**src/sv/mno_pkg.sv**
```systemverilog
// Shared types, constants and helpers for the mask neighbour overlay unit.
// Depends on nothing; every other file imports it.
package mno_pkg;

  // Frame size limits and the coordinate widths that follow from them
  localparam int MAX_WIDTH  = 2048;
  localparam int MAX_HEIGHT = 2048;
  localparam int COL_W      = $clog2(MAX_WIDTH);
  localparam int ROW_W      = $clog2(MAX_HEIGHT);
  localparam int LINE_DEPTH = MAX_WIDTH;

  // Configuration port
  localparam int CFG_IDX_W  = 3;
  localparam int CFG_DATA_W = 12;

  localparam logic [CFG_IDX_W-1:0] REG_IMAGE_WIDTH      = 3'd0;
  localparam logic [CFG_IDX_W-1:0] REG_IMAGE_HEIGHT     = 3'd1;
  localparam logic [CFG_IDX_W-1:0] REG_CLOSE_LIMIT      = 3'd2;
  localparam logic [CFG_IDX_W-1:0] REG_NEIGHBOR_MINIMUM = 3'd3;
  localparam logic [CFG_IDX_W-1:0] REG_MARK_BLUE        = 3'd4;
  localparam logic [CFG_IDX_W-1:0] REG_MARK_GREEN       = 3'd5;
  localparam logic [CFG_IDX_W-1:0] REG_MARK_RED         = 3'd6;

  // Register reset values
  localparam int RST_IMAGE_WIDTH  = 640;
  localparam int RST_IMAGE_HEIGHT = 480;
  localparam logic [7:0] RST_CLOSE_LIMIT      = 8'd5;
  localparam logic [3:0] RST_NEIGHBOR_MINIMUM = 4'd3;
  localparam logic [7:0] RST_MARK_BLUE        = 8'd145;
  localparam logic [7:0] RST_MARK_GREEN       = 8'd12;
  localparam logic [7:0] RST_MARK_RED         = 8'd255;

  // Item kinds on the input channel
  localparam logic KIND_PIXEL = 1'b0;
  localparam logic KIND_FLUSH = 1'b1;

  // Control that travels with one window step
  typedef struct packed {
    logic emit;      // this step releases a result
    logic top_ok;    // neighbour row above lies inside the image
    logic bot_ok;    // neighbour row below lies inside the image
    logic left_ok;   // neighbour column to the left lies inside the image
    logic right_ok;  // neighbour column to the right lies inside the image
    logic fend;      // last result of the frame
  } step_meta_t;

  // One result item
  typedef struct packed {
    logic [7:0] blue;
    logic [7:0] green;
    logic [7:0] red;
    logic       marked;
    logic       fend;
  } result_t;

  // Last column index of a frame; zero acts as one, oversize as the maximum
  function automatic logic [COL_W-1:0] width_last(input logic [CFG_DATA_W-1:0] v);
    logic [COL_W-1:0] r;
    if (v == '0) begin
      r = '0;
    end else if (v > CFG_DATA_W'(MAX_WIDTH)) begin
      r = COL_W'(MAX_WIDTH - 1);
    end else begin
      r = COL_W'(v - CFG_DATA_W'(1));
    end
    return r;
  endfunction

  // Last row index of a frame; zero acts as one, oversize as the maximum
  function automatic logic [ROW_W-1:0] height_last(input logic [CFG_DATA_W-1:0] v);
    logic [ROW_W-1:0] r;
    if (v == '0) begin
      r = '0;
    end else if (v > CFG_DATA_W'(MAX_HEIGHT)) begin
      r = ROW_W'(MAX_HEIGHT - 1);
    end else begin
      r = ROW_W'(v - CFG_DATA_W'(1));
    end
    return r;
  endfunction

  // Number of set bits in a nine-bit neighbour vector
  function automatic logic [3:0] count_ones9(input logic [8:0] v);
    logic [3:0] n;
    n = '0;
    for (int i = 0; i < 9; i++) begin
      n = n + 4'(v[i]);
    end
    return n;
  endfunction

endpackage

```
**src/sv/mno_decide.sv**
```systemverilog
// Neighbour closeness test, count and colour selection for one result.
// Depends on mno_pkg; takes the window from mno_line_store.
module mno_decide
  import mno_pkg::*;
(
  input  logic            clk,
  input  logic            rst_n,
  input  logic            advance,
  input  logic            s2_vld,
  input  step_meta_t      s2_meta,
  input  logic [8:0][7:0] win,
  input  logic [23:0]     ctr_colour,
  input  logic [7:0]      close_limit,
  input  logic [3:0]      nb_min,
  input  logic [23:0]     mark_colour,
  output logic            up_vld,
  output result_t         up_res
);

  logic        s3_vld_r;
  step_meta_t  s3_meta_r;
  logic [8:0]  s3_close_r;
  logic        s3_zero_r;
  logic [23:0] s3_colour_r;

  logic [8:0]  close_nxt;
  logic [3:0]  count;
  logic        marked;

  // Flag each in-image neighbour whose mask lies within the limit
  always_comb begin
    logic ok;
    for (int rr = 0; rr < 3; rr++) begin
      for (int cc = 0; cc < 3; cc++) begin
        ok = 1'b1;
        if (rr == 0) ok = ok & s2_meta.top_ok;
        if (rr == 2) ok = ok & s2_meta.bot_ok;
        if (cc == 0) ok = ok & s2_meta.left_ok;
        if (cc == 2) ok = ok & s2_meta.right_ok;
        if (rr == 1 && cc == 1) ok = 1'b0;
        close_nxt[rr*3+cc] = ok & (win[rr*3+cc] <= close_limit);
      end
    end
  end

  // Stage 3: closeness flags and centre test
  always_ff @(posedge clk) begin
    if (!rst_n) begin
      s3_vld_r <= 1'b0;
    end else if (advance) begin
      s3_vld_r <= s2_vld & s2_meta.emit;
    end
  end

  always_ff @(posedge clk) begin
    if (advance) begin
      s3_meta_r   <= s2_meta;
      s3_close_r  <= close_nxt;
      s3_zero_r   <= (win[4] == 8'd0);
      s3_colour_r <= ctr_colour;
    end
  end

  // Count close neighbours and pick the colour
  assign count  = count_ones9(s3_close_r);
  assign marked = s3_zero_r & (count >= nb_min);

  assign up_vld       = advance & s3_vld_r;
  assign up_res.blue  = marked ? mark_colour[7:0]   : s3_colour_r[7:0];
  assign up_res.green = marked ? mark_colour[15:8]  : s3_colour_r[15:8];
  assign up_res.red   = marked ? mark_colour[23:16] : s3_colour_r[23:16];
  assign up_res.marked = marked;
  assign up_res.fend   = s3_meta_r.fend;

endmodule

```
**config.mk**
```make
export PLATFORM = sky130hd
export DESIGN_NAME = mno_decide
export DESIGN_NICKNAME = d
export VERILOG_FILES = /design/src/sv/mno_pkg.sv /design/src/sv/mno_decide.sv
export SDC_FILE = /design/constraint.sdc
export NUM_CORES = 1
export LEC_CHECK = 0
export ABC_CLOCK_PERIOD_IN_PS = 7780
export BUFFER_PORTS_ARGS = -buffer_cell sky130_fd_sc_hd__buf_2
export CORE_MARGIN = 1
export CORE_UTILIZATION = 30
export DETAILED_ROUTE_END_ITERATION = 7
export PLACE_DENSITY = 0.64
export SYNTH_ARGS = -nofsm -noshare
export SYNTH_HDL_FRONTEND = slang
export SYNTH_SLANG_ARGS = --single-unit
```
**constraint.sdc**
```tcl
create_clock -name clk -period 7.78 [get_ports clk]
set_input_delay 0.778 -clock clk [delete_from_list [all_inputs] [get_ports clk]]
set_output_delay 0.778 -clock clk [all_outputs]
set_load 0.02 [all_outputs]
```
Word-level counts from Yosys, hierarchy flattened

Cells that the tools add are included.

Register bits: 35
Input bits: 142

Add/sub/neg operators: 7
Magnitude comparators: 9
Bitwise logic cells: 15
Reduce and logical (&&, ||, !) cells: 1
Mux-type cells: 3

Operators by type and width:

| kind             | count |
|---|---|
| $le A8 B8 Y1     | 8 |
| $mux W8          | 3 |
| $add A4 B1 Y4    | 4 |
| $and A1 B1 Y1    | 15 |
| $logic_not A8 Y1 | 1 |
| $add A3 B1 Y4    | 1 |
| $ge A4 B4 Y1     | 1 |
| $add A2 B1 Y3    | 1 |
| $add A1 B1 Y2    | 1 |

Logic depth before layout (Yosys ltp)

Depth in word-level cells: 10
Mapped depth: 14
Mapped depth without buffers: 13

Worst setup path before layout

OpenSTA, ideal clock, no wires.

Path kind: reg2out
From: register s3_close_r[0]
To: output port up_res[10] in the netlist's numbering
Arrival: 3.755 ns
Required time: 7.002 ns
Path buffers: 2
Stages on the path, launching flop included: 15
Path slack: 3.247 ns
Cells stage by stage: edfxtp_1 -> inv_1 -> fa_1 -> fa_1 -> fa_1 -> inv_1 -> ha_1 -> fa_1 -> xor2_1 -> ha_1 -> a21o_1 -> a31oi_2 -> buf_4 -> buf_4 -> o211ai_1

RTL lines:

| what                   | line             | source |
|---|---|---|
| from (decl)            | mno_decide.sv:22 | `logic [8:0] s3_close_r;` |
| from (signal assigned) | mno_decide.sv:58 | `s3_close_r <= close_nxt;` |
| to (decl)              | mno_decide.sv:17 | `output result_t up_res` |

==> out/results.tsv <==
stage	metric	value	unit
outcome	run_status	finished clean	
route	viasPerCell	5.08	
worst_setup_path	setup.worst_path.start_class	register	
yosys	number_of_flops_mapped_to_enable_cells_by_yosys	34	
worst_setup_path	rr_worst_depth	2	
final_layout	antenna-diode-count	0	
yosys	synthesis.nets	614	
yosys	synthMostInstantiatedCell	sky130_fd_sc_hd__ha_1	
route	detail_route.drc_violations	0	
final_layout	drive_gt1_share	35.8	%
route	vias	3707	
worst_setup_path	crit_path_end_kind	primary output	
yosys	synth.yosys.seq_area_share	26.9	%
sta	hold-worst-slack	487	ps
clocking	cts_hold_buf	0	
clocking	numClockSinks	35	
yosys	synth-compound-area-share	22.5	%
yosys	synth_top_area_cell	sky130_fd_sc_hd__edfxtp_1	
sta	fin_crit_sh	72.9	%
sta	rsz0062_at_grt	false	
clocking	root_buffer	sky130_fd_sc_hd__clkbuf_16	
yosys	synthFlopType	sky130_fd_sc_hd__edfxtp_1	
floorplan	ios	169	
placed_design	port-buffer-count	168	
yosys	synth-adder-area-share	25.0	%
placed_design	place_congestion	0.840	
yosys	post_synth_main_area_contributors	sky130_fd_sc_hd__edfxtp_1, sky130_fd_sc_hd__ha_1, sky130_fd_sc_hd__a221oi_2	
global_route	first_pass_grt_wire_length	17400	um
final_layout	nFillCells	1283	
route	routedWlPerCell	15.2	um
yosys	synth.mux.area_fraction	0	%
yosys	synth.lib_cells_used.distinct	34	
sta	timing.final.max_slew_violations	0	
placed_design	dp_hpwl	8970	um
hold_path	min_delay_path_depth	2	
global_route	antenna_found_initial	0	
route	antenna_left	0	
route	drt_pre_antenna_iters	4	
final_layout	multi_input_comb_area	0.00262	mm^2
clocking	postCtsSetupRepairBufs	0	
sta	setup_tns	0	ps
sta	fmax	176	MHz
global_route	via_count_of_the_first_global_routing_pass	3687	
floorplan	die_h	116	um
clocking	cts.reportedPaths.clkPinSlew	50	ps
sta	clock_skew	0	ps
yosys	post_synth_instance_area	0.00387	mm^2
clocking	numCtsBuffers	5	
sta	worst_pin_slew	1170	ps
route	wl	11100	um
clocking	post_cts.resized_instances	0	
yosys	ys.warnings.count	0	
worst_setup_path	critical_path_arrival	4890	ps
run	max-cap-violations	0	
power	powerDensity	215	mW/mm^2
final_layout	flow.area_growth_from_synthesis	29.3	%
clocking	tritoncts_clock_tree	yes	
yosys	ys_top_cells_by_count	sky130_fd_sc_hd__ha_1, sky130_fd_sc_hd__nor2b_1, sky130_fd_sc_hd__edfxtp_1	
floorplan	die_w	116	um
power	vdd_ir_drop_max	0.0981	mV
power	leakage	2.24	nW
route	first_iter_violations	193	
yosys	synth_top_family_by_area	adder cells	
worst_setup_path	critical_path_class	reg2out	
sta	max_slew_headroom_at_the_worst_pin	21.7	%
hold_path	class_of_the_worst_hold_path	reg2reg	
yosys	postSynth.asyncResetShare	0	%
floorplan	core_area	0.0126	mm^2
placed_design	detailedPlace.worstSlack	2360	ps
final_layout	final_nets	774	
sta	post_route_minimum_period	5670	ps
yosys	synth-xor-area-share	0.226	%
final_layout	ff_latch_area	0.00104	mm^2
global_route	gr-total-overflow	0	
clocking	skew_pair_late_insertion_delay	280	ps
yosys	post_synth_and_or_nand_nor_area_fraction	19.4	%
floorplan	design.die.area	0.0134	mm^2
global_route	track_usage	16.7	%
worst_setup_path	path_max_fanout	49	
floorplan	floorplan.initialDensity	30.7	%
floorplan	rows	41	
clocking	buffer_depth_of_the_longest_clock_path	2	
sta	hold_violations	0	
worst_setup_path	critPathRequiredTime	7000	ps
clocking	htree_levels	2	
sta	finalSetupViolCount	0	
global_route	largest_net_degree_at_the_start_of_global_routing	50	
sta	finalWorstSetupSlack	2110	ps
yosys	ys_ff_latch	35	
yosys	post_synth_top_area_share	26.3	%
yosys	number_of_instances_in_the_synthesized_netlist	397	
yosys	syn-mean-instance-area	9.76	um^2
[sequential cells by signal, summed over array words and instances (netlist names)]
name,flops
s3_vld_r,1
s3_zero_r,1
up_res,1
s3_colour_r,24
s3_close_r,8
[placed cells by master, fill, tap and decap left out, drive strengths merged]
cell / Yosys / routed
nor2: 10 / 10
nor2b: 37 / 37
edfxtp: 34 / 34
dfxtp: 1 / 1
clkbuf: 4 / 5
o21a: 1 / 1
a21oi: 17 / 17
inv: 30 / 30
and2b: 1 / 1
buf: 14 / 171
a221oi: 24 / 24
nand3: 3 / 3
and3: 1 / 1
clkinv: 0 / 2
a211oi: 8 / 8
a21boi: 1 / 1
nand4: 15 / 15
nand2: 31 / 31
xor2: 1 / 1
or4: 2 / 2
and2: 3 / 3
bufinv: 0 / 1
or3: 3 / 3
a31oi: 1 / 1
ha: 71 / 71
nand3b: 24 / 24
o21ai: 17 / 17
o211ai: 32 / 32
fa: 4 / 4
o41ai: 3 / 3
nand2b: 2 / 2
a21o: 1 / 1
o22ai: 1 / 1
[critical path, cell delays in order (launching register included)]
cell and delay (ps):
sky130_fd_sc_hd__edfxtp_1 320, sky130_fd_sc_hd__inv_1 60, sky130_fd_sc_hd__fa_1 540, sky130_fd_sc_hd__fa_1 420, sky130_fd_sc_hd__fa_1 480, sky130_fd_sc_hd__inv_1 40, sky130_fd_sc_hd__ha_1 200, sky130_fd_sc_hd__fa_1 380
sky130_fd_sc_hd__xor2_1 170, sky130_fd_sc_hd__ha_1 320, sky130_fd_sc_hd__a21o_1 220, sky130_fd_sc_hd__a31oi_4 910, sky130_fd_sc_hd__nand3b_1 140, sky130_fd_sc_hd__o211ai_1 170, sky130_fd_sc_hd__buf_2 210
[logic make-up (layout without fill, tap and decap cells)]
| kind of cell | count (synthesis) | after routing |
|---|---|---|
| compound gates | 106 | 106 |
| fa+ha+maj | 75 | 75 |
| xor+xnor | 1 | 1 |
| simple gates | 132 | 132 |
| flops | 35 | 35 |
| buf+inv | 48 | 209 |
[power breakdown]
part	internal [mW]	leakage [nW]	switching, mW
registers	0.225	0.339	0.0125
logic	0.239	1.82	0.379
clock network	0.149	0.0812	0.0751
total	0.613	2.24	0.467
[through the flow]
stage          utilization (%)  area (um^2)  instances  total power [mW]
2_1_floorplan                -         3870        397             0.705
3_3_place_gp              38.4         4850        722             0.838
3_5_place_dp              38.4         4850        722             0.864
4_1_cts                   39.7         5010        730              1.09
5_1_grt                   39.7         5010        730              1.17
6_report                  39.7         5010        730              1.08
[cell type report]
cell class | instances | area share, %
repair buffers | 171 | 17.2
inverters | 30 | 2.25
well taps | 172 | 4.29
clock inverters | 3 | 0.774
multi-input cells | 314 | 52.2
clock buffers | 5 | 2.50
flip-flops and latches | 35 | 20.8
[metal layers]
metal	global-route usage, %	up-vias	part of all wire [%]
met1	19.0	1673	43
met4	5.30	0	1.7
li1	-	1843	-
met2	30.0	178	45
met3	4.81	13	9.6
met5	0	-	0
[path summary, 6_finish.rpt]
path / to / startpoint / slack (ps)
max: up_res[20] / s3_close_r[0]$_DFFE_PP_ / 2110
min: s3_vld_r$_SDFFE_PN0P_ / s3_vld_r$_SDFFE_PN0P_ / 490
max reg2reg: s3_vld_r$_SDFFE_PN0P_ / s3_vld_r$_SDFFE_PN0P_ / 7190
min reg2reg: s3_vld_r$_SDFFE_PN0P_ / s3_vld_r$_SDFFE_PN0P_ / 490
(Power assumes the default switching activity.)
