<file path="config.mk">
export PLATFORM = sky130hd
export DESIGN_NAME = mno_front
export DESIGN_NICKNAME = d
export VERILOG_FILES = /design/src/sv/mno_pkg.sv /design/src/sv/mno_front.sv
export SDC_FILE = /design/constraint.sdc
export NUM_CORES = 1
export LEC_CHECK = 0
export ABC_AREA = 1
export BUFFER_PORTS_ARGS = -buffer_cell sky130_fd_sc_hd__buf_2
export CELL_PAD_IN_SITES_DETAIL_PLACEMENT = 0
export CELL_PAD_IN_SITES_GLOBAL_PLACEMENT = 1
export CORE_AREA = 2 2 119 75
export CTS_CLUSTER_DIAMETER = 80
export DETAILED_ROUTE_END_ITERATION = 8
export DIE_AREA = 0 0 121 77
export GPL_TIMING_DRIVEN = 0
export PLACE_DENSITY_LB_ADDON = 0.12
export SLEW_MARGIN = 25
export SYNTH_ARGS = -nofsm -noshare
export SYNTH_HDL_FRONTEND = slang
export SYNTH_SLANG_ARGS = --single-unit
</file>
<file path="constraint.sdc">
create_clock -name clk -period 3.41 [get_ports clk]
set_input_delay 0.1705 -clock clk [delete_from_list [all_inputs] [get_ports clk]]
set_output_delay 0.1705 -clock clk [all_outputs]
set_load 0.1 [all_outputs]
</file>
<file path="src/sv/mno_pkg.sv">
// Shared types, constants and helpers for the mask neighbour overlay unit.
// Depends on nothing; every other file imports it.
package mno_pkg;

  // Frame size limits and the coordinate widths that follow from them
  localparam int MAX_WIDTH  = 2048;
  localparam int MAX_HEIGHT = 2048;
  localparam int COL_W      = $clog2(MAX_WIDTH);
  localparam int ROW_W      = $clog2(MAX_HEIGHT);
  localparam int LINE_DEPTH = MAX_WIDTH;

  // Configuration port
  localparam int CFG_IDX_W  = 3;
  localparam int CFG_DATA_W = 12;

  localparam logic [CFG_IDX_W-1:0] REG_IMAGE_WIDTH      = 3'd0;
  localparam logic [CFG_IDX_W-1:0] REG_IMAGE_HEIGHT     = 3'd1;
  localparam logic [CFG_IDX_W-1:0] REG_CLOSE_LIMIT      = 3'd2;
  localparam logic [CFG_IDX_W-1:0] REG_NEIGHBOR_MINIMUM = 3'd3;
  localparam logic [CFG_IDX_W-1:0] REG_MARK_BLUE        = 3'd4;
  localparam logic [CFG_IDX_W-1:0] REG_MARK_GREEN       = 3'd5;
  localparam logic [CFG_IDX_W-1:0] REG_MARK_RED         = 3'd6;

  // Register reset values
  localparam int RST_IMAGE_WIDTH  = 640;
  localparam int RST_IMAGE_HEIGHT = 480;
  localparam logic [7:0] RST_CLOSE_LIMIT      = 8'd5;
  localparam logic [3:0] RST_NEIGHBOR_MINIMUM = 4'd3;
  localparam logic [7:0] RST_MARK_BLUE        = 8'd145;
  localparam logic [7:0] RST_MARK_GREEN       = 8'd12;
  localparam logic [7:0] RST_MARK_RED         = 8'd255;

  // Item kinds on the input channel
  localparam logic KIND_PIXEL = 1'b0;
  localparam logic KIND_FLUSH = 1'b1;

  // Control that travels with one window step
  typedef struct packed {
    logic emit;      // this step releases a result
    logic top_ok;    // neighbour row above lies inside the image
    logic bot_ok;    // neighbour row below lies inside the image
    logic left_ok;   // neighbour column to the left lies inside the image
    logic right_ok;  // neighbour column to the right lies inside the image
    logic fend;      // last result of the frame
  } step_meta_t;

  // One result item
  typedef struct packed {
    logic [7:0] blue;
    logic [7:0] green;
    logic [7:0] red;
    logic       marked;
    logic       fend;
  } result_t;

  // Last column index of a frame; zero acts as one, oversize as the maximum
  function automatic logic [COL_W-1:0] width_last(input logic [CFG_DATA_W-1:0] v);
    logic [COL_W-1:0] r;
    if (v == '0) begin
      r = '0;
    end else if (v > CFG_DATA_W'(MAX_WIDTH)) begin
      r = COL_W'(MAX_WIDTH - 1);
    end else begin
      r = COL_W'(v - CFG_DATA_W'(1));
    end
    return r;
  endfunction

  // Last row index of a frame; zero acts as one, oversize as the maximum
  function automatic logic [ROW_W-1:0] height_last(input logic [CFG_DATA_W-1:0] v);
    logic [ROW_W-1:0] r;
    if (v == '0) begin
      r = '0;
    end else if (v > CFG_DATA_W'(MAX_HEIGHT)) begin
      r = ROW_W'(MAX_HEIGHT - 1);
    end else begin
      r = ROW_W'(v - CFG_DATA_W'(1));
    end
    return r;
  endfunction

  // Number of set bits in a nine-bit neighbour vector
  function automatic logic [3:0] count_ones9(input logic [8:0] v);
    logic [3:0] n;
    n = '0;
    for (int i = 0; i < 9; i++) begin
      n = n + 4'(v[i]);
    end
    return n;
  endfunction

endpackage

</file>
<file path="src/sv/mno_front.sv">
// Input sequencer: raster counters, flush handling and output position tracking.
// Depends on mno_pkg; feeds mno_line_store with one window step per transfer.
module mno_front
  import mno_pkg::*;
(
  input  logic             clk,
  input  logic             rst_n,
  input  logic             advance,
  input  logic             in_valid,
  output logic             in_stall,
  input  logic             in_kind,
  input  logic [COL_W-1:0] width_last,
  input  logic [ROW_W-1:0] height_last,
  input  logic             size_wr,
  output logic             step_vld,
  output logic [COL_W-1:0] step_col,
  output logic             step_par,
  output step_meta_t       step_meta
);

  logic [COL_W-1:0] in_col_r, in_col_nxt;
  logic [ROW_W-1:0] in_row_r, in_row_nxt;
  logic             par_r, par_nxt;
  logic             done_r, done_nxt;
  logic             inject_r, inject_nxt;
  logic [COL_W-1:0] out_col_r, out_col_nxt;
  logic [ROW_W-1:0] out_row_r, out_row_nxt;

  logic acc;
  logic real_px;
  logic col_end;
  logic out_col_end;
  logic out_row_end;
  logic past_first;

  // Hold the input while the output side is full or a spare step is injected
  assign in_stall = ~advance | inject_r;
  assign step_col = in_col_r;
  assign step_par = par_r;

  always_comb begin
    acc         = in_valid & ~in_stall;
    real_px     = acc & ~done_r & (in_kind == KIND_PIXEL);
    col_end     = (in_col_r == width_last);
    out_col_end = (out_col_r == width_last);
    out_row_end = (out_row_r == height_last);
    past_first  = (in_row_r > ROW_W'(1)) || ((in_row_r == ROW_W'(1)) && (in_col_r != '0));

    // A step is a real pixel, a drain step after the last pixel, or a spare step
    step_vld = (advance & inject_r) | (acc & done_r) | real_px;

    step_meta.emit     = (acc & done_r) | (real_px & past_first);
    step_meta.top_ok   = (out_row_r != '0);
    step_meta.bot_ok   = ~out_row_end;
    step_meta.left_ok  = (out_col_r != '0);
    step_meta.right_ok = ~out_col_end;
    step_meta.fend     = out_col_end & out_row_end;

    in_col_nxt  = in_col_r;
    in_row_nxt  = in_row_r;
    par_nxt     = par_r;
    done_nxt    = done_r;
    inject_nxt  = inject_r;
    out_col_nxt = out_col_r;
    out_row_nxt = out_row_r;

    // Advance the raster position of the window front
    if (step_vld) begin
      if (col_end) begin
        in_col_nxt = '0;
        in_row_nxt = in_row_r + ROW_W'(1);
        par_nxt    = ~par_r;
      end else begin
        in_col_nxt = in_col_r + COL_W'(1);
      end
    end

    // Last pixel: switch to draining; a single-row frame needs one spare step
    if (real_px && col_end && (in_row_r == height_last)) begin
      done_nxt   = 1'b1;
      inject_nxt = (height_last == '0);
    end

    if (advance && inject_r) begin
      inject_nxt = 1'b0;
    end

    // Track the output position; the frame closes on its last result
    if (step_meta.emit) begin
      if (step_meta.fend) begin
        in_col_nxt  = '0;
        in_row_nxt  = '0;
        par_nxt     = 1'b0;
        done_nxt    = 1'b0;
        out_col_nxt = '0;
        out_row_nxt = '0;
      end else if (out_col_end) begin
        out_col_nxt = '0;
        out_row_nxt = out_row_r + ROW_W'(1);
      end else begin
        out_col_nxt = out_col_r + COL_W'(1);
      end
    end

    // A new frame size drops the frame in progress
    if (size_wr) begin
      in_col_nxt  = '0;
      in_row_nxt  = '0;
      par_nxt     = 1'b0;
      done_nxt    = 1'b0;
      inject_nxt  = 1'b0;
      out_col_nxt = '0;
      out_row_nxt = '0;
    end
  end

  always_ff @(posedge clk) begin
    if (!rst_n) begin
      in_col_r  <= '0;
      in_row_r  <= '0;
      par_r     <= 1'b0;
      done_r    <= 1'b0;
      inject_r  <= 1'b0;
      out_col_r <= '0;
      out_row_r <= '0;
    end else begin
      in_col_r  <= in_col_nxt;
      in_row_r  <= in_row_nxt;
      par_r     <= par_nxt;
      done_r    <= done_nxt;
      inject_r  <= inject_nxt;
      out_col_r <= out_col_nxt;
      out_row_r <= out_row_nxt;
    end
  end

endmodule

</file>
======== Yosys cells after proc, flatten, opt, wreduce, memory -nomap -nowiden ========
Index checks and enable logic that the tools add are counted.
cells by class
  order comparisons ....................... 1
  mux-type cells .......................... 19
  equal/unequal tests ..................... 5
  bitwise gates (word level) .............. 19
  reductions and logical operators ........ 13
  add/sub/neg operators ................... 4
operators by type and width
  cell                                                                               number
  11-bit 2-to-1 mux                                                                  12
  11-bit by 1-bit adder with 11-bit output (second input constant)                   4
  11-bit equality test                                                               4
  11-bit nonzero test                                                                3
  11-bit by 1-bit equality test with 1-bit output (second input constant)            1
  11-bit by 1-bit greater-than comparator with 1-bit output (second input constant)  1
  11-bit zero test                                                                   1
  1-bit NOT                                                                          8
  1-bit AND                                                                          7
  1-bit 2-to-1 mux                                                                   7
  1-bit logical AND                                                                  4
  1-bit bitwise OR                                                                   4
  3-bit OR reduction                                                                 1
  2-bit AND reduction                                                                1
  2-bit nonzero test                                                                 1
  2-bit OR reduction                                                                 1
  1-bit logical OR                                                                   1
storage, ports and cells
  bits of input ports ..................... 28
  logic and storage cells ................. 68
  flip-flop bits (word level) ............. 47

======== Longest topological paths before layout ========
  depth after elaboration ................. 11
  depth in mapped cells ................... 13
  depth with buffers taken out ............ 13

======== Worst setup path after synthesis ========
OpenSTA, ideal clock, no wires.
  kind .................................... reg-to-reg
  start ................................... reg in_col_r[0], in the netlist step_col[0]
  end ..................................... reg out_col_r[6]
  setup time .............................. 0.070 ns
  arrival ................................. 2.474 ns
  required time ........................... 3.340 ns
  buffers on the path ..................... 1
  path slack .............................. 0.865 ns
  stages on the path, launching flop included .. 13
  cells stage by stage .................... dfxtp_1 > inv_1 > ha_1 > inv_1 > nor2_1 > nand3_1 > nor2_1 > nand2_1 > nand3_2 > nand2_4 > buf_6 > nand3_1 > a21oi_1
RTL lines
  item                    line              text
  from (decl)             mno_front.sv:21   logic [COL_W-1:0] in_col_r, in_col_nxt;
  from (signal assigned)  mno_front.sv:127  in_col_r <= in_col_nxt;
  to (signal assigned)    mno_front.sv:132  out_col_r <= out_col_nxt;
  to (decl)               mno_front.sv:26   logic [COL_W-1:0] out_col_r, out_col_nxt;

==> summary.md <==
| Metric | Value |
|---|---|
| Outcome | `finished clean` |
| Die W | `121 um` |
| Total setup violations reported at the end of the flow | `0` |
| Number of global-route vias before repair | `3,081` |
| Post-Syn Area per Cell | `6.66 um2` |
| Maximum number of pins on one net before global-route repair | `15` |
| Count of inserted antenna diode cells | `0` |
| Leakage power | `1.64 nW` |
| Main area contributors after synthesis | `dfxtp_1, nand2_1, xnor2_1, nor2_1, xor2_1` |
| Met3 wire length | `335 um` |
| Port-buffer cells | `47` |
| Element type at the critical path start | `flop` |
| Placed cell areas | `3890 um2` |
| Worst IR Drop VDD | `0.187 mV` |
| Most common cell after layout, fill and taps aside | `nand2_1` |
| Max-capacitance violation count | `0` |
| Total negative setup slack | `0 ps` |
| Core box area | `8230 um2` |
| CP startpoint | `step_col[0]` |
| Fraction of synthesized area in multiplexers | `0` |
| Clock latency on the worst-skew pair | `290 ps` |
| Routed met2 length | `3.67 mm` |
| Starting Density | `0.427` |
| Simple-gate portion of the synthesized area | `0.404` |
| Top achievable clock speed | `0.404 GHz` |
| Proportion of layout cells with a drive suffix above 1 | `0.172` |
| Wire length of the first global-routing pass | `15.4 mm` |
| Max-slew headroom at the worst pin | `0.615` |
| Highest signal layer in the routed design | `met4` |
| Total routed wirelength | `8.99 mm` |
| Syn. warnings | `0` |
| Post-synth top area share | `0.268` |
| CTS Root Cell | `clkbuf_16` |
| Final clock period utilization by the worst path | `0.726` |
| Worst min-delay path category | `input pin to flop` |
| TritonCTS clock tree | `yes` |
| Sink count of the clock tree | `47` |
| DRC violations left | `0` |
| CTS Buf Count | `5` |
| Yosys reg bits | `47` |
| Post-CTS Resized | `0` |
| Final layout net count | `617` |
| Number of design-rule violations left by the first detailed-router iteration | `204` |
| Wire length on met1 | `4.92 mm` |
| Final count of hold timing violations | `0` |
| Final number of max-transition violations | `0` |
| First-pass iteration count of the detailed router | `4` |
| Post-synth cell types | `34` |
| Aggregate global-route resource usage | `0.207` |
| Die area | `9320 um2` |
| Post-route worst hold slack | `263 ps` |
| Crit. End Element | `output port` |
| Parity-gate share of the synthesized area counting xor and xnor cells | `0.145` |
| Startpoint of the tightest hold check path | `advance` |
| Cell area after synthesis | `3510 um2` |
| Setup repair after global routing missed its margin | `false` |
| Post-route cell area | `4060 um2` |
| Data arrival at the endpoint of the critical path | `2310 ps` |
| Compound-Gate Fraction of Synth Area | `0.0631` |
| Average wire length per cell after detail routing | `13.0 um` |
| Number of antenna violations at the first check in global routing | `0` |
| Vias per Instance | `4.85` |
| Number of enable flip-flop cells after synthesis | `0` |
| Number of hold buffers added after cts | `0` |
| Standard-cell row count | `26` |
| Area delta synth->final | `15.6%` |
| Synth Area in Adders | `0.0285` |
| Startpoint of the most critical register-to-register path | `step_col[0]` |
| Placed wire-length estimate after detailed placement | `7.09 mm` |
| Cell accounting for the most synthesized area | `dfxtp_1` |
| Largest family of logic cells by synthesized area | `simple AND/OR/NAND/NOR gates` |
| Number of top-level pins | `48` |
| Post-detailed-route count of antenna-violating nets | `0` |
| Required time of the critical path | `3240 ps` |
| Sequential-to-total area share from yosys stat | `0.268` |
| Via total after detailed routing | `3,368` |
| Least-Margin Pin Slew | `575 ps` |
| Global-route congestion overflow total | `0` |
| Post-synth net total | `563` |
| Synth Flop Type | `dfxtp_1` |
| Cell area power density | `306 nW/um2` |
| Final setup skew | `3.31 ps` |
| Buffer depth of the longest clock path | `2` |
| Critical-path maximum fanout | `10` |
| Worst Setup Path Type | `flop to output port` |
| Async set-or-reset flop fraction in the synthesized netlist | `0` |
| Height of the die | `77 um` |
| Period minus WS final | `2480 ps` |
| Post-CTS setup repair buffer count | `0` |
| Clock-pin slew on the worst setup and hold paths | `70 ps` |
| RePlAce Congestion | `0.835` |
| H-tree depth reported by CTS | `2` |
| Cells after synthesis | `527` |
| Most frequent cells in the layout | `nand2_1, nor2_1, buf_2` |
[logic make-up after synthesis]
group	Yosys count
AO/OA/AOI/OAI	40
XOR/XNOR	58
adder cells (fa/ha/maj)	8
buffers and inverters	71
flip-flops	47
AND/OR/NAND/NOR	303
[where the power goes]
part / switching [mW] / leakage [nW] / total [mW] / internal, mW
clock: 0.228 / 0.0868 / 0.593 / 0.365
combinational: 0.0623 / 1.18 / 0.0991 / 0.0368
sequential: 0.000710 / 0.378 / 0.550 / 0.549
[final timing paths]
path                        to  slack [ps]  cells after the start
setup / recovery  step_meta[5]         930                     11
hold / removal        inject_r         260                      4
setup reg to reg   in_row_r[7]        1440                     13
hold reg to reg       step_par         490                      2
[layer usage]
metal	vias up	GRT usage
met1	1544	0.316
met3	8	0.0387
met2	38	0.299
met4	0	0.0384
met5	-	0
li1	1778	-
[critical path, stage by stage (launching register included)]
cell and delay (ps):
dfxtp_1 480, inv_1 130, ha_1 210, inv_1 50, nor2_1 30, nand3_1 70, nor2_1 50, nand2_1 70
nand3_2 120, nand2_4 170, buf_6 170, buf_2 430
[per-stage QoR]
| step | utilization | std cells | power (mW) | worst slack, ps |
|---|---|---|---|---|
| after floorplan | - | 527 | 0.621 | 865 |
| after global placement | 0.472 | 686 | 0.661 | 1270 |
| after detailed placement | 0.472 | 686 | 0.662 | 1250 |
| after CTS | 0.493 | 694 | 1.25 | 913 |
| after global routing | 0.493 | 694 | 1.29 | 785 |
| final | 0.493 | 694 | 1.24 | 934 |
[flip-flops by register name (all words and copies together) (netlist names)]
signal	cells
in_row_r	11
out_row_r	11
inject_r	1
out_col_r	11
step_col	11
step_par	1
done_r	1
[cell type report]
type,count,area (um2)
clock buffer,6,139
timing repair buffer,47,235
tap,112,140
sequential,47,941
inverter,56,218
buffer,15,105
multi-input combinational,409,2250
fill,871,4170
clock inverter,2,35.0
[cell usage after synthesis, types with 2 or more instances]
cell	instances
nand3_2	3
dfxtp_1	47
nor2_4	3
a21oi_2	2
ha_1	8
nand2_1	144
inv_2	4
xor2_1	22
o22ai_1	2
nor4_1	5
nor2_2	5
inv_1	50
nand3_4	3
a21oi_1	29
o21ai_0	6
nor2_1	71
nand4_4	2
nor3_1	16
nand2_4	4
buf_2	6
nand4_1	8
buf_6	5
xnor2_1	36
nand3_1	34
clkbuf_2	3
No activity file was read; power rests on OpenSTA's default activity.
