<file path="src/sv/mno_pkg.sv">
// Shared types, constants and helpers for the mask neighbour overlay unit.
// Depends on nothing; every other file imports it.
package mno_pkg;

  // Frame size limits and the coordinate widths that follow from them
  localparam int MAX_WIDTH  = 2048;
  localparam int MAX_HEIGHT = 2048;
  localparam int COL_W      = $clog2(MAX_WIDTH);
  localparam int ROW_W      = $clog2(MAX_HEIGHT);
  localparam int LINE_DEPTH = MAX_WIDTH;

  // Configuration port
  localparam int CFG_IDX_W  = 3;
  localparam int CFG_DATA_W = 12;

  localparam logic [CFG_IDX_W-1:0] REG_IMAGE_WIDTH      = 3'd0;
  localparam logic [CFG_IDX_W-1:0] REG_IMAGE_HEIGHT     = 3'd1;
  localparam logic [CFG_IDX_W-1:0] REG_CLOSE_LIMIT      = 3'd2;
  localparam logic [CFG_IDX_W-1:0] REG_NEIGHBOR_MINIMUM = 3'd3;
  localparam logic [CFG_IDX_W-1:0] REG_MARK_BLUE        = 3'd4;
  localparam logic [CFG_IDX_W-1:0] REG_MARK_GREEN       = 3'd5;
  localparam logic [CFG_IDX_W-1:0] REG_MARK_RED         = 3'd6;

  // Register reset values
  localparam int RST_IMAGE_WIDTH  = 640;
  localparam int RST_IMAGE_HEIGHT = 480;
  localparam logic [7:0] RST_CLOSE_LIMIT      = 8'd5;
  localparam logic [3:0] RST_NEIGHBOR_MINIMUM = 4'd3;
  localparam logic [7:0] RST_MARK_BLUE        = 8'd145;
  localparam logic [7:0] RST_MARK_GREEN       = 8'd12;
  localparam logic [7:0] RST_MARK_RED         = 8'd255;

  // Item kinds on the input channel
  localparam logic KIND_PIXEL = 1'b0;
  localparam logic KIND_FLUSH = 1'b1;

  // Control that travels with one window step
  typedef struct packed {
    logic emit;      // this step releases a result
    logic top_ok;    // neighbour row above lies inside the image
    logic bot_ok;    // neighbour row below lies inside the image
    logic left_ok;   // neighbour column to the left lies inside the image
    logic right_ok;  // neighbour column to the right lies inside the image
    logic fend;      // last result of the frame
  } step_meta_t;

  // One result item
  typedef struct packed {
    logic [7:0] blue;
    logic [7:0] green;
    logic [7:0] red;
    logic       marked;
    logic       fend;
  } result_t;

  // Last column index of a frame; zero acts as one, oversize as the maximum
  function automatic logic [COL_W-1:0] width_last(input logic [CFG_DATA_W-1:0] v);
    logic [COL_W-1:0] r;
    if (v == '0) begin
      r = '0;
    end else if (v > CFG_DATA_W'(MAX_WIDTH)) begin
      r = COL_W'(MAX_WIDTH - 1);
    end else begin
      r = COL_W'(v - CFG_DATA_W'(1));
    end
    return r;
  endfunction

  // Last row index of a frame; zero acts as one, oversize as the maximum
  function automatic logic [ROW_W-1:0] height_last(input logic [CFG_DATA_W-1:0] v);
    logic [ROW_W-1:0] r;
    if (v == '0) begin
      r = '0;
    end else if (v > CFG_DATA_W'(MAX_HEIGHT)) begin
      r = ROW_W'(MAX_HEIGHT - 1);
    end else begin
      r = ROW_W'(v - CFG_DATA_W'(1));
    end
    return r;
  endfunction

  // Number of set bits in a nine-bit neighbour vector
  function automatic logic [3:0] count_ones9(input logic [8:0] v);
    logic [3:0] n;
    n = '0;
    for (int i = 0; i < 9; i++) begin
      n = n + 4'(v[i]);
    end
    return n;
  endfunction

endpackage

</file>
<file path="src/sv/mno_out_buf.sv">
// Output register with a one-entry skid stage for the result channel.
// Depends on mno_pkg; the skid flag holds the whole pipeline.
module mno_out_buf
  import mno_pkg::*;
(
  input  logic    clk,
  input  logic    rst_n,
  input  logic    up_vld,
  input  result_t up_res,
  input  logic    out_stall,
  output logic    out_vld,
  output result_t out_res,
  output logic    skid_full
);

  logic    out_vld_r;
  result_t out_res_r;
  logic    skid_vld_r;
  result_t skid_res_r;

  always_ff @(posedge clk) begin
    if (!rst_n) begin
      out_vld_r  <= 1'b0;
      skid_vld_r <= 1'b0;
    end else if (out_vld_r && !out_stall) begin
      // Transfer done: refill from the skid stage first
      if (skid_vld_r) begin
        skid_vld_r <= 1'b0;
      end else if (!up_vld) begin
        out_vld_r <= 1'b0;
      end
    end else if (!out_vld_r) begin
      if (up_vld) begin
        out_vld_r <= 1'b1;
      end
    end else if (up_vld) begin
      // Output stalled: park the new result
      skid_vld_r <= 1'b1;
    end
  end

  always_ff @(posedge clk) begin
    if (out_vld_r && !out_stall) begin
      if (skid_vld_r) begin
        out_res_r <= skid_res_r;
      end else if (up_vld) begin
        out_res_r <= up_res;
      end
    end else if (!out_vld_r) begin
      if (up_vld) begin
        out_res_r <= up_res;
      end
    end else if (up_vld) begin
      skid_res_r <= up_res;
    end
  end

  assign out_vld   = out_vld_r;
  assign out_res   = out_res_r;
  assign skid_full = skid_vld_r;

endmodule

</file>
<file path="config.mk">
export PLATFORM = sky130hd
export DESIGN_NAME = mno_out_buf
export DESIGN_NICKNAME = d
export VERILOG_FILES = /design/src/sv/mno_pkg.sv /design/src/sv/mno_out_buf.sv
export SDC_FILE = /design/constraint.sdc
export NUM_CORES = 1
export LEC_CHECK = 0
export ABC_AREA = 0
export BUFFER_PORTS_ARGS = -buffer_cell sky130_fd_sc_hd__buf_2
export CORE_ASPECT_RATIO = 1.75
export CORE_MARGIN = 5
export CORE_UTILIZATION = 57
export CTS_CLUSTER_DIAMETER = 120
export DETAILED_ROUTE_END_ITERATION = 10
export PLACE_DENSITY = 0.81
export SYNTH_ARGS = -nofsm -noshare
export SYNTH_HDL_FRONTEND = slang
export SYNTH_SLANG_ARGS = --single-unit
</file>
<file path="constraint.sdc">
create_clock -name clk -period 3.1 [get_ports clk]
set_input_delay 0.465 -clock clk [delete_from_list [all_inputs] [get_ports clk]]
set_output_delay 0.465 -clock clk [all_outputs]
set_load 0.1 [all_outputs]
</file>
==> After elaboration in Yosys (flattened, before gate mapping) <==
Cells that the tools add are included.
W data, S select, Z words.
{ "op_classes": {"eq_ne": 3, "mux": 9, "n_bitwise": 2, "n_reduce_logical": 6} }
{ "op_table": {"columns": ["operator", "n"], "rows": [
  ["$mux W26", 4],
  ["$mux W1", 5],
  ["$ne A2 B2 Y1 const B", 2],
  ["$reduce_and A2 Y1", 2],
  ["$reduce_and A3 Y1", 1],
  ["$ne A2 B1 Y1 const B", 1],
  ["$not A1 Y1", 2],
  ["$reduce_or A2 Y1", 1],
  ["$logic_and A1 B1 Y1", 1],
  ["$logic_not A1 Y1", 1]
]} }
{ "word_totals": {"register_bits": 54, "in_bits": 30, "output_inout_bits": 28, "elab_cells": 32} }

==> Longest topological paths before layout <==
Gate-level depths: netlist of the first run.
{ "logic_depth": {"depth_word": 4, "depth_mapped": 4, "ltp_nobuf": 2} }

==> Worst setup path after synthesis of the first run <==
No wires, ideal clock.
{ "synth_timing": {"kind": "register -> register", "from": "register out_vld_r, in the netlist out_vld", "to": "register out_res_r (netlist bit out_res[0]), enable pin", "setup_time_ns": 0.472, "arrival_ns": 1.770, "path_slack_ns": 0.859, "path_stages_with_launch": 2, "path_buffers": 0, "period_less_slack_ns": 2.241, "cell_sequence": "dfxtp_1 nand2_1"} }
{ "synth_via": {"elab_chain_cells": 2} }
{ "synth_rtl": {"columns": ["element", "line", "rtl"], "rows": [
  ["start, declared", "mno_out_buf.sv:16", "logic out_vld_r;"],
  ["start signal, assigned", "mno_out_buf.sv:23", "out_vld_r <= 1'b0;"],
  ["start signal, assigned", "mno_out_buf.sv:30", "out_vld_r <= 1'b0;"],
  ["start signal, assigned", "mno_out_buf.sv:34", "out_vld_r <= 1'b1;"],
  ["$logic_and A1 B1 Y1", "mno_out_buf.sv:43", "if (out_vld_r && !out_stall) begin"],
  ["$ne A2 B1 Y1 (no line) *", null, null],
  ["end signal, assigned", "mno_out_buf.sv:45", "out_res_r <= skid_res_r;"],
  ["end signal, assigned", "mno_out_buf.sv:47", "out_res_r <= up_res;"],
  ["end signal, assigned", "mno_out_buf.sv:51", "out_res_r <= up_res;"],
  ["end, declared", "mno_out_buf.sv:17", "result_t out_res_r;"]
]} }
Mark *: on every way between the ends. The rest lies on a longest branch, timed or not.
A chain may end at the register's enable or synchronous reset.

==> Worst setup path in the final report of the first run <==
{ "layout_timing": {"from": "register out_vld_r, in the netlist out_vld", "to": "register out_res_r (netlist bit out_res[12]), data pin"} }
{ "layout_via": {"elab_chain_cells": 2} }
{ "layout_rtl": {"columns": ["element", "line"], "rows": [
  ["$logic_and A1 B1 Y1", "mno_out_buf.sv:43"],
  ["$mux W26", "mno_out_buf.sv:43"]
]} }
No other way between the ends.

==> results.sh, run 1 <==
export IMPL_finalSetupTns_ns=0
export IMPL_start_util_pct=58.16
export IMPL_num_antenna_cells=0
export IMPL_synth_compound_area_share_pct=0.7326
export IMPL_vias=1266
export IMPL_grt_pass1_vias=1351
export IMPL_grt_util_all_layers_pct=17.19
export IMPL_post_cts_buffers=0
export IMPL_drt_antenna_violating_nets=0
export IMPL_wl_um=4515
export IMPL_pwr_share_clk_pct=24.7
export IMPL_firstDrtPassIters=4
export IMPL_synth_area_mux_share_pct=28.57
export IMPL_skew_ns=0.009320
export IMPL_setup_slack_ns=1.019
export IMPL_hp_class="primary input to flip-flop"
export IMPL_port_buffer_count=57
export IMPL_finalSetupViolCount=0
export IMPL_area_growth_pct=17.63
export IMPL_power_net_switching_mw=0.6541
export IMPL_slowest_stage="nand3b_1"
export IMPL_cp_start_kind="flip-flop"
export IMPL_chipWidth_um=58.96
export IMPL_synth_area_leaders="edfxtp_1 65%, mux2_4 16%, mux2_2 8.9%, mux2_1 3.3%, buf_6 1.9%"
export IMPL_clock_latency_ns=0.30
export IMPL_drv_cap=0
export IMPL_ir_drop_mv=0.5722
export IMPL_status="complete, no violations"
export IMPL_p_int_mw=1.234
export IMPL_rows=31
export IMPL_synth_xor_area_share_pct=0
export IMPL_antenna_found_initial=0
export IMPL_tightest_slew_ns=0.8165
export IMPL_drc=0
export IMPL_synth_top_family_by_area="multiplexers"
export IMPL_die_h_um=95.68
export IMPL_drive_gt1_share_pct=61.54
export IMPL_die_area_um2=5641
export IMPL_grt_pass1_wl_um=7003
export IMPL_pre_cts_ws_ns=0.7768
export IMPL_post_drt_wl_per_cell_um=19.55
export IMPL_finalCriticalPeriod_ns=2.081
export IMPL_synth_top_cell_area_share_pct=65.31
export IMPL_worstPathArrival_ns=2.14
export IMPL_min_period_over_period_pct=67.14
export IMPL_maxSlewViolCount=0
export IMPL_ys_types=15
export IMPL_grt_ovfl_total=0
export IMPL_grt_max_degree=30
export IMPL_ys_ff_latch=54
export IMPL_slew_headroom_pct=45.40
export IMPL_first_iter_violations=83
export IMPL_max_stage_delay_ns=0.60
export IMPL_synth_area_um2=2391
export IMPL_crit_type="flip-flop to flip-flop"
export IMPL_yosysSeqAreaShare_pct=66.98
export IMPL_routabilityCongestion=0.8002
export IMPL_via_per_inst=5.481
export IMPL_hold_buffers=0
export IMPL_critPathMaxFanout=14
export IMPL_fmax_mhz=480.5
export IMPL_syn_avg_cell_area_um2=19.93
export IMPL_cts_sinks=54
export IMPL_worstPathRequired_ns=3.15
export IMPL_htreeDepth=2
export IMPL_numCtsBuffers=5
export IMPL_p_per_area_nw_per_um2=671.1
export IMPL_p_seq_share_pct=47.4
export IMPL_detailed_place_hpwl_um=3160
export IMPL_synth_fa_ha_area_share_pct=0
export IMPL_ios=58
export IMPL_total_power_mw=1.888
export IMPL_tritoncts="yes"
export IMPL_finalHoldViolCount=0
export IMPL_p_leak_nw=1.178
export IMPL_final_nets=211
export IMPL_synth_area_leader_cell="edfxtp_1"
export IMPL_clkTransAtPathRegs_ns=0.10
export IMPL_switching_share_pct=34.65
export IMPL_cts_repair_resized=0
export IMPL_syn_nets=150
export IMPL_p_comb_share_pct=27.9
export IMPL_crit_chain="nand3b_1 -> buf_4 -> mux2_4"
export IMPL_coreArea_um2=4111
export IMPL_grt_setup_unrepaired="false"
export IMPL_synthSimpleGateAreaFrac_pct=1.308
export IMPL_synth_cells=120
export IMPL_cts_buffer_depth=2
export IMPL_yosys_warnings=0
export IMPL_clockRootBuffer="clkbuf_8"
export IMPL_worst_setup_path_end_kind="flip-flop"
[synthesized netlist by cell type]
cell type / count
a21boi_1: 1
a21oi_1: 2
and3_1: 1
buf_2: 1
buf_4: 1
buf_6: 4
dfxtp_1: 2
edfxtp_1: 52
mux2_1: 7
mux2_2: 19
mux2_4: 26
nand2_1: 1
nand3b_1: 1
nor2b_1: 1
nor3b_1: 1
[routing by layer]
metal	global-route usage, %	wire [um]	vias to the layer above
li1	-	-	588
met1	22.29	1855	625
met2	28.23	2363	47
met3	3.930	243	6
met4	5.671	52	0
met5	0	0	-
[power by group through the flow]
stage / clock network (mW) / registers, mW / logic, mW
after floorplan: 0 / 1.24 / 0.116
final: 0.466 / 0.895 / 0.527
after global placement: 0 / 0.906 / 0.520
after global routing: 0.504 / 0.902 / 0.546
after CTS: 0.468 / 0.895 / 0.532
after detailed placement: 0 / 0.910 / 0.530
[critical path: cells and delay by family, from the launching register on]
family                 cells  cell delay (ns)
buffers and inverters      1             0.47
flip-flops                 1             0.44
AND/OR/NAND/NOR            1             0.60
multiplexers               1             0.32
[per-stage QoR]
| step | cell area [um2] | std cells | hold slack [ns] | utilization [%] |
|---|---|---|---|---|
| global route | 2813 | 231 | 0.3243 | 68.41 |
| global placement | 2703 | 223 | 0.5079 | 65.73 |
| floorplan | 2391 | 120 | 0.5246 | - |
| CTS | 2813 | 231 | 0.3379 | 68.41 |
| detailed placement | 2703 | 223 | 0.5335 | 65.73 |
| finish | 2813 | 231 | 0.3448 | 68.41 |
[final timing paths]
check | from | end | slack (ns) | cells past startpoint
min | up_res[0] | skid_res_r[0] | 0.34 | 1
max | out_vld | out_res[12] | 1.02 | 3
min reg2reg | skid_res_r[20] | out_res[20] | 0.55 | 1
max reg2reg | out_vld | out_res[12] | 1.02 | 3
[state kept, by name, indices dropped and copies added, names as in the netlist]
| name | count |
|---|---|
| skid_res_r | 26 |
| skid_full | 1 |
| out_vld | 1 |
| out_res | 26 |
[layout by cell type (no fill, tap or decap)]
master	n
a21boi_1	1
a21oi_1	2
and3_1	1
buf_2	57
buf_4	3
bufinv_16	1
clkbuf_1	1
clkbuf_8	5
clkinvlp_4	1
dfxtp_1	2
edfxtp_1	52
mux2_1	7
mux2_2	19
mux2_4	26
nand2_1	1
nand3b_1	1
nor2b_1	1
nor3b_1	1
[layout make-up]
cell class	instances	area (um2)
clock inverters	2	37.54
clock buffers	6	72.57
multi-input cells	60	732.0
flip-flops and latches	54	1602
repair buffers	60	307.8
fillers	291	1299
well taps	49	61.31
[cell families (layout without fill, tap and decap cells)]
group,count (synthesis),after routing
flops,54,54
mux,52,52
buf+inv,6,68
simple gates,5,5
compound gates,3,3
(Power assumes the default switching activity.)
==> run 2, diff against run 1 <==
--- a/config.mk
+++ b/config.mk
@@ -9,10 +9,10 @@
 export BUFFER_PORTS_ARGS = -buffer_cell sky130_fd_sc_hd__buf_2
 export CORE_ASPECT_RATIO = 1.75
 export CORE_MARGIN = 5
-export CORE_UTILIZATION = 57
+export CORE_UTILIZATION = 53
 export CTS_CLUSTER_DIAMETER = 120
 export DETAILED_ROUTE_END_ITERATION = 10
-export PLACE_DENSITY = 0.81
+export PLACE_DENSITY = 0.76
 export SYNTH_ARGS = -nofsm -noshare
 export SYNTH_HDL_FRONTEND = slang
 export SYNTH_SLANG_ARGS = --single-unit
==> constraint.sdc (replaced) <==
create_clock -name clk -period 2 [get_ports clk]
set_input_delay 0.3 -clock clk [delete_from_list [all_inputs] [get_ports clk]]
set_output_delay 0.3 -clock clk [all_outputs]
set_load 0.1 [all_outputs]
==> run 2 against run 1 <==
  * Register-to-register slack got worse by 0.42 ns
  * Global-route usage shrank 0.91 points
  * Count of clock-buffer cells in the layout decreased by 1
  * Sequential share of layout area is 1.4 points lower
  * Non-clock buffer count rose by 3
  * Clock skew decreased by 0.0044 ns
  * Clock power rose by 83%
  * Cell area is 2.7% higher
  * Setup slack got worse by 0.46 ns
  * Wire length grew 1.6%
  * Via count is 1.3% higher
==> results.sh, run 2 (synthesis gave the netlist of run 1 again) <==
export IMPL_status="complete, no violations"
export IMPL_crit_type="flip-flop to output port"
export IMPL_detailed_place_hpwl_um=3310
export IMPL_clockRootBuffer="clkbuf_8"
export IMPL_tightest_slew_ns=0.4968
export IMPL_cp_start_kind="flip-flop"
export IMPL_finalSetupTns_ns=0
export IMPL_p_leak_nw=1.217
export IMPL_crit_path_end="out_res[4]"
export IMPL_critPathMaxFanout=2
export IMPL_port_buffer_count=57
export IMPL_coreArea_um2=4404
export IMPL_drv_cap=0
export IMPL_wl_um=4589
export IMPL_post_cts_buffers=0
export IMPL_r2r_start="out_vld"
export IMPL_stdcell_area_um2=2888
export IMPL_tritoncts="yes"
export IMPL_cts_sinks=54
export IMPL_hp_class="primary input to flip-flop"
export IMPL_die_h_um=98.86
export IMPL_max_stage_delay_ns=0.44
export IMPL_finalHoldViolCount=0
export IMPL_placed_cell_area_um2=2755
export IMPL_numCtsBuffers=5
export IMPL_routabilityCongestion=0.7792
export IMPL_most_common_layout_cells="57 x buf_2, 52 x edfxtp_1, 26 x mux2_4, 19 x mux2_2, 7 x mux2_1"
export IMPL_post_drt_wl_per_cell_um=19.44
export IMPL_dp_cells=228
export IMPL_cp_top_family="buffers and inverters"
export IMPL_rrSetupSlack_ns=0.60
export IMPL_clkTransAtPathRegs_ns=0.10
export IMPL_worst_setup_path_end_kind="output port"
export IMPL_path_depth=1
export IMPL_fmax_mhz=694.6
export IMPL_min_period_over_period_pct=71.98
export IMPL_grt_util_all_layers_pct=16.28
export IMPL_worst_hold_slack_ns=0.1777
export IMPL_grt_setup_unrepaired="false"
export IMPL_r2r_end="out_res[5]"
export IMPL_area_growth_pct=20.77
export IMPL_p_per_area_nw_per_um2=1060
export IMPL_grt_ovfl_total=0
export IMPL_skew_ns=0.004934
export IMPL_first_iter_violations=51
export IMPL_finalSetupViolCount=0
export IMPL_reg2regPathDepth=3
export IMPL_hold_buffers=0
export IMPL_instances_no_fill=236
export IMPL_nFillCells=330
export IMPL_via_per_inst=5.436
export IMPL_slowest_stage="buf_2"
export IMPL_drive_gt1_share_pct=63.24
export IMPL_vias=1283
export IMPL_finalCriticalPeriod_ns=1.440
export IMPL_grt_max_degree=30
export IMPL_antenna_found_initial=0
export IMPL_drc=0
export IMPL_worstPathArrival_ns=1.14
export IMPL_start_util_pct=54.29
export IMPL_chipWidth_um=60.78
export IMPL_layout_commonest_cell="buf_2"
export IMPL_drt_antenna_violating_nets=0
export IMPL_crit_chain="buf_2"
export IMPL_startpoint="out_res[4]"
export IMPL_ir_drop_mv=0.7468
export IMPL_maxSlewViolCount=0
export IMPL_htreeDepth=2
export IMPL_die_area_um2=6008
export IMPL_grt_pass1_vias=1361
export IMPL_slew_headroom_pct=67.11
export IMPL_firstDrtPassIters=4
export IMPL_cts_buffer_depth=2
export IMPL_grt_pass1_wl_um=7093
export IMPL_path_buf_inv=1
export IMPL_clock_latency_ns=0.31
export IMPL_cts_repair_resized=0
export IMPL_rows=32
export IMPL_ios=58
export IMPL_final_nets=214
export IMPL_num_antenna_cells=0
export IMPL_worstPathRequired_ns=1.70
[run 2: metrics by stage]
stage | power (mW) | util [%] | worst slack (ns)
floorplan | 2.096 | - | 0.02286
global placement | 2.215 | 62.56 | 0.5242
detailed placement | 2.241 | 62.56 | 0.4933
CTS | 3.090 | 65.57 | 0.5530
global route | 3.170 | 65.57 | 0.5117
finish | 3.062 | 65.57 | 0.5604
[run 2: area by class of cell]
cell class	count	area (um2)	share of cell area (%)
Clock buffer	5	68.82	2.383
Clock inverter	3	63.81	2.210
Sequential cell	54	1603	55.50
Tap cell	51	63.81	2.210
Multi-Input combinational cell	60	733.2	25.39
Timing Repair Buffer	63	355.3	12.31
[run 2: how the worst min path moves through the flow]
stage / start / to / cells after the start
after floorplan: up_res[0] / skid_res_r[0] / 0
after global placement: up_res[24] / skid_res_r[24] / 1
after detailed placement: up_res[3] / skid_res_r[3] / 1
after CTS: up_res[19] / skid_res_r[19] / 1
after global routing: up_res[10] / skid_res_r[10] / 1
final: up_res[20] / skid_res_r[20] / 1
[run 2: report_power, final]
group / internal [mW] / switching [mW] / leakage, nW / total [mW]
Combinational: 0.204 / 0.621 / 0.628 / 0.825
Clock: 0.495 / 0.357 / 0.0658 / 0.853
Sequential: 1.34 / 0.0431 / 0.523 / 1.38
[run 2: metal layers]
| metal | part of all wire (%) | global-route usage [%] |
|---|---|---|
| met3 | 6.7 | 3.801 |
| met4 | 1.7 | 6.344 |
| met5 | 0 | 0 |
| met2 | 53 | 27.12 |
| met1 | 38 | 19.79 |
==> run 3, diff against run 2 <==
==> constraint.sdc (replaced) <==
create_clock -name clk -period 1.33 [get_ports clk]
set_input_delay 0.1995 -clock clk [delete_from_list [all_inputs] [get_ports clk]]
set_output_delay 0.1995 -clock clk [all_outputs]
set_load 0.1 [all_outputs]
==> run 3 against run 2 <==
  * Power is 41% higher
  * Count of clock-buffer cells in the layout did not move
  * Clock skew up 0.0024 ns
  * Via count rose by 3.7%
  * Non-clock buffer count rose by 9
  * Critical path depth did not move
  * First-iteration DRC count fell by 29%
  * Largest cell class unchanged
==> results.sh, run 3 (synthesis gave the netlist of run 1 again) <==
export IMPL_instances_no_fill=245
export IMPL_switching_share_pct=35.38
export IMPL_worst_setup_path_end_kind="output port"
export IMPL_grt_pass1_vias=1449
export IMPL_post_drt_wl_per_cell_um=20.18
export IMPL_num_antenna_cells=0
export IMPL_area_growth_pct=31.87
export IMPL_clockRootBuffer="clkbuf_8"
export IMPL_dp_cells=232
export IMPL_ios=58
export IMPL_min_period_over_period_pct=97.63
export IMPL_numCtsBuffers=5
export IMPL_start_util_pct=54.29
export IMPL_pwr_share_clk_pct=20.1
export IMPL_worstPathRequired_ns=1.13
export IMPL_drc=0
export IMPL_cts_sinks=54
export IMPL_cp_top_family="buffers and inverters"
export IMPL_detailed_place_hpwl_um=3553
export IMPL_skew_ns=0.007302
export IMPL_path_buf_inv=1
export IMPL_drv_cap=0
export IMPL_fmax_mhz=770.1
export IMPL_p_comb_share_pct=31.7
export IMPL_die_h_um=98.86
export IMPL_layout_commonest_cell="edfxtp_1"
export IMPL_rows=32
export IMPL_vias=1331
export IMPL_cts_buffer_depth=2
export IMPL_utilization_pct=71.59
export IMPL_first_iter_violations=36
export IMPL_hold_start="up_res[10]"
export IMPL_final_nets=223
export IMPL_slowest_stage="buf_2"
export IMPL_maxSlewViolCount=0
export IMPL_p_int_mw=2.793
export IMPL_antenna_found_initial=0
export IMPL_worst_hold_slack_ns=0.08432
export IMPL_grt_pass1_wl_um=7369
export IMPL_coreArea_um2=4404
export IMPL_grt_setup_unrepaired="false"
export IMPL_wl_um=4944
export IMPL_drt_antenna_violating_nets=0
export IMPL_finalCriticalPeriod_ns=1.299
export IMPL_die_area_um2=6008
export IMPL_p_per_area_nw_per_um2=1371
export IMPL_crit_type="flip-flop to output port"
export IMPL_grt_max_degree=28
export IMPL_clkTransAtPathRegs_ns=0.09
export IMPL_drive_gt1_share_pct=69.59
export IMPL_status="complete, no violations"
export IMPL_grt_util_all_layers_pct=16.68
export IMPL_slew_headroom_pct=67.68
export IMPL_p_leak_nw=1.366
export IMPL_chipWidth_um=60.78
export IMPL_via_per_inst=5.433
export IMPL_critPathMaxFanout=2
export IMPL_finalSetupViolCount=0
export IMPL_tritoncts="yes"
export IMPL_ir_drop_mv=1.068
export IMPL_cp_start_kind="flip-flop"
export IMPL_total_power_mw=4.321
export IMPL_max_stage_delay_ns=0.44
export IMPL_placed_cell_area_um2=2940
export IMPL_crit_chain="buf_2"
export IMPL_worstPathArrival_ns=1.10
export IMPL_firstDrtPassIters=4
export IMPL_htreeDepth=2
export IMPL_hp_class="primary input to flip-flop"
export IMPL_grt_ovfl_total=0
export IMPL_p_seq_share_pct=48.3
export IMPL_stdcell_area_um2=3153
export IMPL_r2r_start="out_vld"
export IMPL_tightest_slew_ns=0.4881
export IMPL_clock_latency_ns=0.30
export IMPL_most_common_layout_cells="52 x edfxtp_1, 40 x mux2_4, 37 x buf_2, 15 x clkbuf_4, 12 x mux2_2"
export IMPL_power_net_switching_mw=1.529
export IMPL_routabilityCongestion=0.7562
export IMPL_finalHoldViolCount=0
export IMPL_startpoint="out_res[17]"
export IMPL_port_buffer_count=57
==> run 3: cell types whose count changed in the layout (fill, tap and decap cells not counted), moves of 2 or more <==
cell	delta
buf_2	-20
clkbuf_4	+15
mux2_4	+14
buf_12	+7
mux2_1	-7
mux2_2	-7
buf_4	+3
buf_6	+2
bufinv_16	-2
clkbuf_16	+2
dfxtp_4	+2
==> run 3: repair_timing <==
| action | in CTS | in global routing |
|---|---|---|
| endpoints found under the hold margin | 0 | 0 |
| setup buffers | 0 | 2 |
| gates cloned | 0 | 3 |
| gates resized for setup | 3 | 17 |
| setup endpoints to repair | 3 | 41 |
| hold buffers | 0 | 0 |
| pin swaps | 0 | 1 |
==> run 3: metal layers <==
layer | global-route usage [%] | vias up | routed length [um]
met3 | 3.277 | 7 | 232
li1 | - | 615 | -
met1 | 20.10 | 667 | 1879
met4 | 5.008 | 0 | 75
met2 | 29.10 | 42 | 2756
met5 | 0 | - | 0
==> run 3: through the flow <==
stage	TNS, ns	worst slack (ns)
after floorplan	-9.260	-0.3569
after global placement	-0.6104	-0.04814
after detailed placement	-0.9478	-0.09115
after CTS	0	0.001336
after global routing	0	0.001525
final	0	0.03149
==> run 3: cell type report <==
| type | instances | area, um2 |
|---|---|---|
| Sequential cell | 54 | 1609 |
| Fill cell | 295 | 1251 |
| Tap cell | 51 | 63.81 |
| Clock inverter | 3 | 16.27 |
| Clock buffer | 5 | 68.82 |
| Timing Repair Buffer | 72 | 603.1 |
| Multi-Input combinational cell | 60 | 792.0 |
==> run 3: final timing paths <==
check / slack (ns) / endpoint / depth (start not counted)
worst max-delay path: 0.03 / out_res[17] / 1
worst min-delay path: 0.08 / skid_res_r[10] / 1
worst max register to register: 0.04 / out_res[10] / 4
worst min register to register: 0.55 / out_res[1] / 1
==> run 3: worst reg2reg max path: stages (launching register included) <==
cell and delay, ns:
dfxtp_4 0.35, nand3b_1 0.09, buf_6 0.14, clkbuf_16 0.17
mux2_4 0.30
==> run 3: power by group through the flow <==
stage	logic, mW	registers [mW]	clock network, mW
floorplan	0.309	2.88	0
global placement	1.30	2.11	0
detailed placement	1.33	2.12	0
CTS	1.34	2.09	0.891
global route	1.41	2.10	0.971
finish	1.37	2.09	0.867
